===== config.mk =====
export PLATFORM = sky130hd
export DESIGN_NAME = priority_ready_list_scheduler_top
export DESIGN_NICKNAME = d
export VERILOG_FILES = /design/src/rtl/prls_pkg.sv /design/src/rtl/prls_core.sv /design/src/rtl/priority_ready_list_scheduler_top.sv
export SDC_FILE = /design/constraint.sdc
export NUM_CORES = 1
export LEC_CHECK = 0
export BUFFER_PORTS_ARGS = -buffer_cell sky130_fd_sc_hd__buf_2
export CAP_MARGIN = 10
export CORE_MARGIN = 2
export CORE_UTILIZATION = 30
export DETAILED_ROUTE_END_ITERATION = 10
export PLACE_DENSITY_LB_ADDON = 0.3
export REMOVE_ABC_BUFFERS = 1
export SLEW_MARGIN = 20
export SYNTH_ARGS = -nofsm -noshare
export SYNTH_HDL_FRONTEND = slang
export SYNTH_SLANG_ARGS = --single-unit

===== constraint.sdc =====
create_clock -name aclk -period 10 [get_ports aclk]
set_input_delay 0.5 -clock aclk [delete_from_list [all_inputs] [get_ports aclk]]
set_output_delay 0.5 -clock aclk [all_outputs]
set_load 0.03 [all_outputs]

===== src/rtl/prls_pkg.sv =====
// shared types and constants of the priority ready list scheduler
package prls_pkg;

    localparam int MODE_W          = 3;
    localparam int TID_W           = 5;
    localparam int PRIO_W          = 3;
    localparam int SUSP_W          = 8;
    localparam int S_TDATA_W       = 16;
    localparam int M_TDATA_W       = 16;
    localparam int M_USED_W        = 12;
    localparam int MAX_THREADS_DEF = 32;
    localparam int NUM_LEVELS_DEF  = 8;

    typedef enum logic [MODE_W-1:0] {
        MODE_ADD     = 3'd0,
        MODE_EXIT    = 3'd1,
        MODE_SUSPEND = 3'd2,
        MODE_RESUME  = 3'd3,
        MODE_YIELD   = 3'd4,
        MODE_START   = 3'd5
    } mode_t;

    typedef struct packed {
        logic [MODE_W-1:0] mode;
        logic [TID_W-1:0]  thread_id;
        logic [PRIO_W-1:0] thread_prio;
    } cmd_t;

    typedef struct packed {
        logic [TID_W-1:0] current_id;
        logic [TID_W-1:0] selected_id;
        logic             switched;
        logic             status;
    } res_t;

endpackage


===== src/rtl/prls_core.sv =====
// scheduler state: per-level linked lists, selection and current thread
module prls_core import prls_pkg::*; #(
    parameter int MAX_THREADS = MAX_THREADS_DEF,
    parameter int NUM_LEVELS  = NUM_LEVELS_DEF
) (
    input  logic aclk,
    input  logic aresetn,
    input  logic fire,
    input  cmd_t cmd,
    output res_t res
);

    localparam int ID_W = (MAX_THREADS > 1) ? $clog2(MAX_THREADS) : 1;
    localparam int LV_W = (NUM_LEVELS > 1) ? $clog2(NUM_LEVELS) : 1;

    logic [ID_W-1:0]   next_link_reg    [MAX_THREADS];
    logic [ID_W-1:0]   next_link_next   [MAX_THREADS];
    logic [ID_W-1:0]   prev_link_reg    [MAX_THREADS];
    logic [ID_W-1:0]   prev_link_next   [MAX_THREADS];
    logic [LV_W-1:0]   thread_level_reg [MAX_THREADS];
    logic [LV_W-1:0]   thread_level_next[MAX_THREADS];
    logic [MAX_THREADS-1:0] queued_reg, queued_next;
    logic [ID_W-1:0]   level_head_reg   [NUM_LEVELS];
    logic [ID_W-1:0]   level_head_next  [NUM_LEVELS];
    logic [ID_W-1:0]   level_tail_reg   [NUM_LEVELS];
    logic [ID_W-1:0]   level_tail_next  [NUM_LEVELS];
    logic [NUM_LEVELS-1:0] level_nonempty_reg, level_nonempty_next;
    logic              sel_valid_reg, sel_valid_next;
    logic [ID_W-1:0]   selected_reg, selected_next;
    logic [LV_W-1:0]   selected_level_reg, selected_level_next;
    logic              cur_valid_reg, cur_valid_next;
    logic [ID_W-1:0]   current_reg, current_next;
    logic [SUSP_W-1:0] suspend_depth_reg, suspend_depth_next;
    logic              started_reg, started_next;

    logic              tid_ok;
    logic [ID_W-1:0]   tid;
    logic [LV_W-1:0]   add_lv;
    logic [LV_W-1:0]   ul_lv;
    logic              ul_first, ul_last;
    logic [ID_W-1:0]   ul_next, ul_prev;
    logic              pick_found;
    logic [LV_W-1:0]   pick_lv;
    logic              take_req;
    logic              switched, status;

    assign tid_ok = 32'(cmd.thread_id) < MAX_THREADS;
    assign tid    = ID_W'(cmd.thread_id);
    assign add_lv = (32'(cmd.thread_prio) >= NUM_LEVELS) ? LV_W'(NUM_LEVELS - 1)
                                                         : LV_W'(cmd.thread_prio);
    assign ul_lv    = thread_level_reg[tid];
    assign ul_first = level_head_reg[ul_lv] == tid;
    assign ul_last  = level_tail_reg[ul_lv] == tid;
    assign ul_next  = next_link_reg[tid];
    assign ul_prev  = prev_link_reg[tid];

    always_comb begin
        next_link_next      = next_link_reg;
        prev_link_next      = prev_link_reg;
        thread_level_next   = thread_level_reg;
        queued_next         = queued_reg;
        level_head_next     = level_head_reg;
        level_tail_next     = level_tail_reg;
        level_nonempty_next = level_nonempty_reg;
        sel_valid_next      = sel_valid_reg;
        selected_next       = selected_reg;
        selected_level_next = selected_level_reg;
        cur_valid_next      = cur_valid_reg;
        current_next        = current_reg;
        suspend_depth_next  = suspend_depth_reg;
        started_next        = started_reg;
        take_req            = 1'b0;
        switched            = 1'b0;
        status              = 1'b0;
        pick_found          = 1'b0;
        pick_lv             = '0;

        case (cmd.mode)
            MODE_ADD: begin
                if (tid_ok && !queued_reg[tid]) begin
                    // append at the tail of the level list
                    if (level_nonempty_reg[add_lv]) begin
                        next_link_next[level_tail_reg[add_lv]] = tid;
                        prev_link_next[tid] = level_tail_reg[add_lv];
                    end else begin
                        level_head_next[add_lv]     = tid;
                        prev_link_next[tid]         = tid;
                        level_nonempty_next[add_lv] = 1'b1;
                    end
                    next_link_next[tid]    = tid;
                    level_tail_next[add_lv] = tid;
                    thread_level_next[tid] = add_lv;
                    queued_next[tid]       = 1'b1;
                    if (!sel_valid_reg || selected_level_reg < add_lv) begin
                        sel_valid_next      = 1'b1;
                        selected_next       = tid;
                        selected_level_next = add_lv;
                    end else if (selected_reg == tid) begin
                        // re-added selected thread keeps selection, level follows it
                        selected_level_next = add_lv;
                    end
                end
            end
            MODE_EXIT: begin
                if (tid_ok && queued_reg[tid]) begin
                    if (ul_first && ul_last) begin
                        level_nonempty_next[ul_lv] = 1'b0;
                    end else if (ul_first) begin
                        level_head_next[ul_lv] = ul_next;
                    end else if (ul_last) begin
                        level_tail_next[ul_lv] = ul_prev;
                    end else begin
                        next_link_next[ul_prev] = ul_next;
                        prev_link_next[ul_next] = ul_prev;
                    end
                    queued_next[tid] = 1'b0;
                    if (cur_valid_reg && current_reg == tid) begin
                        // highest non-empty level after the unlink
                        for (int l = 0; l < NUM_LEVELS; l++) begin
                            if (level_nonempty_next[l]) begin
                                pick_found = 1'b1;
                                pick_lv    = LV_W'(l);
                            end
                        end
                        if (pick_found) begin
                            sel_valid_next      = 1'b1;
                            selected_next       = level_head_next[pick_lv];
                            selected_level_next = pick_lv;
                        end else begin
                            sel_valid_next = 1'b0;
                            status         = 1'b1;
                        end
                    end
                end
            end
            MODE_SUSPEND: begin
                if (suspend_depth_reg != '1) begin
                    suspend_depth_next = suspend_depth_reg + SUSP_W'(1);
                end
            end
            MODE_RESUME: begin
                if (suspend_depth_reg != '0) begin
                    suspend_depth_next = suspend_depth_reg - SUSP_W'(1);
                    take_req = (suspend_depth_reg == SUSP_W'(1)) && started_reg;
                end
            end
            MODE_YIELD: begin
                take_req = started_reg;
            end
            MODE_START: begin
                take_req = 1'b1;
            end
            default: begin
            end
        endcase

        if (take_req) begin
            if (!sel_valid_reg) begin
                status = 1'b1;
            end else begin
                switched       = !cur_valid_reg || (current_reg != selected_reg);
                cur_valid_next = 1'b1;
                current_next   = selected_reg;
                if (cmd.mode == MODE_START) begin
                    started_next = 1'b1;
                end
            end
        end
    end

    always_comb begin
        res.current_id  = cur_valid_next ? TID_W'(current_next) : '0;
        res.selected_id = sel_valid_next ? TID_W'(selected_next) : '0;
        res.switched    = switched;
        res.status      = status;
    end

    always_ff @(posedge aclk) begin
        if (!aresetn) begin
            queued_reg         <= '0;
            level_nonempty_reg <= '0;
            sel_valid_reg      <= 1'b0;
            cur_valid_reg      <= 1'b0;
            suspend_depth_reg  <= '0;
            started_reg        <= 1'b0;
            for (int l = 0; l < NUM_LEVELS; l++) begin
                level_head_reg[l] <= '0;
                level_tail_reg[l] <= '0;
            end
        end else if (fire) begin
            queued_reg         <= queued_next;
            level_nonempty_reg <= level_nonempty_next;
            sel_valid_reg      <= sel_valid_next;
            cur_valid_reg      <= cur_valid_next;
            suspend_depth_reg  <= suspend_depth_next;
            started_reg        <= started_next;
            level_head_reg     <= level_head_next;
            level_tail_reg     <= level_tail_next;
        end
    end

    always_ff @(posedge aclk) begin
        if (fire) begin
            next_link_reg      <= next_link_next;
            prev_link_reg      <= prev_link_next;
            thread_level_reg   <= thread_level_next;
            selected_reg       <= selected_next;
            selected_level_reg <= selected_level_next;
            current_reg        <= current_next;
        end
    end

endmodule


===== src/rtl/priority_ready_list_scheduler_top.sv =====
// top level of the priority ready list scheduler with stream handshakes
// Hardware ready queue for a small real-time kernel: every priority level keeps
// a first-in first-out list of thread ids as doubly linked lists held in
// registers, and each command (add, exit, suspend, resume, yield, start) is
// answered by exactly one result transaction carrying the current thread, the
// selected thread, a switch flag and a status bit (1 means no ready thread).
// The block sustains one command per clock while m_tready stays high: a command
// sits in an input register, goes through one pass of link update and a priority
// encoder over the non-empty levels, and lands in the result register. While a
// result waits for the master side the input side takes one more command into
// the input register, and stalls only when both registers are full. Thread ids
// at or above MAX_THREADS make add and exit do nothing; priorities at or above
// NUM_LEVELS count as the top level. Ids read 0 when no thread is current or
// selected.
module priority_ready_list_scheduler_top import prls_pkg::*; #(
    parameter int MAX_THREADS = MAX_THREADS_DEF,
    parameter int NUM_LEVELS  = NUM_LEVELS_DEF
) (
    input  logic                 aclk,
    input  logic                 aresetn,
    // command channel
    input  logic                 s_tvalid,
    output logic                 s_tready,
    input  logic [S_TDATA_W-1:0] s_tdata,   // mode[2:0], thread_id[7:3], thread_prio[10:8]
    // result channel
    output logic                 m_tvalid,
    input  logic                 m_tready,
    output logic [M_TDATA_W-1:0] m_tdata    // current_id[4:0], selected_id[9:5],
                                            // switched[10], status[11]
);

    // input register
    logic in_valid_reg, in_valid_next;
    cmd_t in_cmd_reg;

    // result register
    logic out_valid_reg, out_valid_next;
    res_t out_res_reg;
    res_t core_res;

    // a command executes when the result register is free or draining
    logic fire;

    assign fire     = in_valid_reg && (!out_valid_reg || m_tready);
    assign s_tready = !in_valid_reg || fire;

    always_comb begin
        in_valid_next = in_valid_reg;
        if (fire) begin
            in_valid_next = 1'b0;
        end
        if (s_tvalid && s_tready) begin
            in_valid_next = 1'b1;
        end
    end

    always_comb begin
        out_valid_next = out_valid_reg;
        if (m_tready) begin
            out_valid_next = 1'b0;
        end
        if (fire) begin
            out_valid_next = 1'b1;
        end
    end

    always_ff @(posedge aclk) begin
        if (!aresetn) begin
            in_valid_reg  <= 1'b0;
            out_valid_reg <= 1'b0;
        end else begin
            in_valid_reg  <= in_valid_next;
            out_valid_reg <= out_valid_next;
        end
    end

    // payload registers, no reset needed
    always_ff @(posedge aclk) begin
        if (s_tvalid && s_tready) begin
            in_cmd_reg.mode        <= s_tdata[2:0];
            in_cmd_reg.thread_id   <= s_tdata[7:3];
            in_cmd_reg.thread_prio <= s_tdata[10:8];
        end
        if (fire) begin
            out_res_reg <= core_res;
        end
    end

    // list state, selection and current thread
    prls_core #(
        .MAX_THREADS (MAX_THREADS),
        .NUM_LEVELS  (NUM_LEVELS)
    ) u_core (
        .aclk    (aclk),
        .aresetn (aresetn),
        .fire    (fire),
        .cmd     (in_cmd_reg),
        .res     (core_res)
    );

    assign m_tvalid = out_valid_reg;
    assign m_tdata  = {{(M_TDATA_W - M_USED_W){1'b0}},
                       out_res_reg.status,
                       out_res_reg.switched,
                       out_res_reg.selected_id,
                       out_res_reg.current_id};

endmodule


==> results.md <==
- Yosys cell types: 94
- PostCTS Resize Cnt: 0
- Clock transition at path regs: around 0.07 ns
- Final nets: 2935
- Effective utilization at floorplan: 0.3032
- Postcts setup bufs: 0
- Worst Skew: between 0.03 and 0.04 ns
- Power Density: 163.7 mW/mm2
- Routed wire length: 117300 um
- Port Buf Inserts: 28
- Inserted Clock Buffers: 68
- Wire length per cell: 27.01 um
- R2R depth: 17
- Die H: roughly 330 um
- Worst r2r dst: m_tdata[9]$_SDFFCE_PN0P_
- Pins Over Slew Limit: 0
- Crit path capture type: flop
- Max-cap violations: 0
- Startpoint types: flop
- Die width: 327.7 um
- Worst hold stages: 1
- Min cycle time layout: around 7.3 ns
- Lkg Pwr: 0.01114 uW
- Synth top area share: 0.4319
- Worst skew pair latency: 0.63 ns
- Total power: between 5000 and 6000 uW
- Synth warn: 0
- Final hold slack: 0.04840 ns
- Worst R2R Setup Slack: 2.67 ns
- CTS Hold Buffers Added: 0
- DR vias/cell: between 6 and 7
- Layout overhead on the synthesized area: 11.43%
- Cells after synthesis: approximately 3000
- Final setup vio count: 0
- Clock buffer depth: 3
- Ys flop type: edfxtp_1
- Largest net degree at the start of global routing: 100
- Aggregate global-route resource usage: 0.2107
- Post-synth EDFFs: about 450
- DR iter-0 viols: about 3800
- Critical path type: flop to flop
- Worst R2R Start: in_cmd_reg[4]$_DFFE_PP_
- Crit path from: in_cmd_reg[4]$_DFFE_PP_
- Status: completed
- CTS Sinks: approximately 590
- Total gr overflow: 0
- Commonest non-fill, non-tap cell in the layout: edfxtp_1
- Final RePlAce weighted congestion: ~0.92
- Final instance area: 0.03502 mm2
- Antenna Nets Post-Route: 0
- Mapped Area: 0.03143 mm2
- Required @ worst endpoint: 10.36 ns
- Setup ws final: 2.672 ns
- Crit path to: m_tdata[9]$_SDFFCE_PN0P_
- Filler cell count: between 10000 and 15000
- Area after DPL: about 0.033 mm2
- CTS tree: done
- Maximum vdd drop: about 0.14 mV
- Max-Slew Margin vs Limit: 0.1856
- Root buf cell: clkbuf_16
- Area leader, netlist: edfxtp_1
- Post-DP HPWL: between 70000 and 80000 um
- Syn avg cell area: between 10 and 15 um2
- Slew @ Worst Pin: about 1.2 ns
- Commonest non-fill, non-tap cells in the layout: 452 x edfxtp_1, 344 x nand2_1, 289 x nor2_1
- Post-Layout Cell Count: 4343
- Fraction of layout cells with a size suffix above 1: 0.1196
- I/O pins: 38
- Data arrival, critical path: approximately 7.7 ns
- Core area: slightly above 0.1 mm2
- Hold WC Path Type: input pin to flop
- RSZ-0062 raised after global routing: false
- Vias in the first global route: around 25000
- Period utilisation layout: 0.7328
- Post-route DRC violation count: 0
- Ys async rst share: 0
- Initial antenna violation count: 1
- Rows: approximately 120
- First-pass DRT Iterations: 8
- Via count: about 26000
- Synth area leaders: edfxtp_1 43%, dfxtp_1 8.5%, mux4_2 6.6%
- F_max: 136.5 MHz
- Final Hold Viols: 0
- Sequential cell area fraction in the yosys report: 0.5166
- Full die area: 0.1074 mm2
- DP Worst Slack: roughly 2.9 ns
- H-tree depth: 3
- Critical Path Fanout Max: 99
- DP Cell Count: 4220
- Yosys reg bits: roughly 590
- Global-route wire length before repair: about 170000 um
[power by group]
group	total, uW	internal (uW)	switching, uW
clock	2510	1450	1060
combinational	600	155	444
sequential	2620	2610	13.7
total	5730	4210	1520
[synthesized netlist by cell type (42+ instances only)]
master and instances:
a22oi_1 44, o21ai_0 230, a21oi_1 143, o211ai_1 42, nor2_1 292, o22ai_1 269, nand2_1 350, a211oi_1 65
edfxtp_1 452, mux4_2 92, dfxtp_1 133, mux2i_1 104, clkbuf_1 185, nand3_1 80
[final cells by class]
cell class,instances,area [um2],share of cell area
timing repair buffer,100,705.7,0.02015
sequential,585,16240,0.4636
clock inverter,36,355.3,0.01015
multi-input combinational,2132,14090,0.4023
tap,1380,1727,0.04931
inverter,23,86.33,0.002465
antenna,2,5.005,0.0001429
clock buffer,85,1818,0.05191
[worst max-delay path, cell delays in order (launching register included)]
cell and delay, ns:
edfxtp_1 0.37, buf_12 0.53, mux2i_1 0.32, o22ai_1 0.18, nor4_1 0.85, nand2_2 0.53
nor2_1 0.52, a32oi_1 0.18, and4_1 0.29, nor4_4 0.29, nand4_4 0.32, nor2_2 0.74
nand2_1 0.36, and3b_1 0.28, o311ai_1 0.61, o22ai_1 0.18, a211o_1 0.28, a21boi_1 0.14
[layer usage]
| layer | part of all wire | track usage | wire length [um] |
|---|---|---|---|
| met5 | 0.00056 | 0.004437 | 66 |
| met4 | 0.042 | 0.08167 | 4875 |
| met3 | 0.11 | 0.04529 | 12330 |
| met2 | 0.45 | 0.3233 | 52360 |
| met1 | 0.41 | 0.2896 | 47660 |
[per-stage QoR]
step	TNS, ns	util
6_report	0	0.3379
5_1_grt	0	0.3379
4_1_cts	0	0.3378
3_5_place_dp	0	0.3168
3_3_place_gp	0	0.3168
2_1_floorplan	-32.43	-
[worst min path at each step]
stage                                               start                               to  slack [ns]
final                                          s_tdata[0]          in_cmd_reg[8]$_DFFE_PP_        0.05
after global routing                           s_tdata[0]          in_cmd_reg[8]$_DFFE_PP_        0.03
after CTS                                      s_tdata[0]          in_cmd_reg[8]$_DFFE_PP_        0.02
after detailed placement  u_core.started_reg$_SDFFE_PN0P_  u_core.started_reg$_SDFFE_PN0P_        0.46
after global placement    u_core.started_reg$_SDFFE_PN0P_  u_core.started_reg$_SDFFE_PN0P_        0.45
after floorplan           u_core.started_reg$_SDFFE_PN0P_  u_core.started_reg$_SDFFE_PN0P_        0.44
[logic make-up after synthesis]
group,count (synthesis),share of synthesized area
compound gates,976,0.1987
mux,210,0.1045
flops,585,0.5166
simple gates,907,0.1319
xor+xnor,30,0.008360
other cells,1,0.0001193
fa+ha+maj,5,0.001991
buf+inv,272,0.03786
Power figures use the tool's default switching activity.
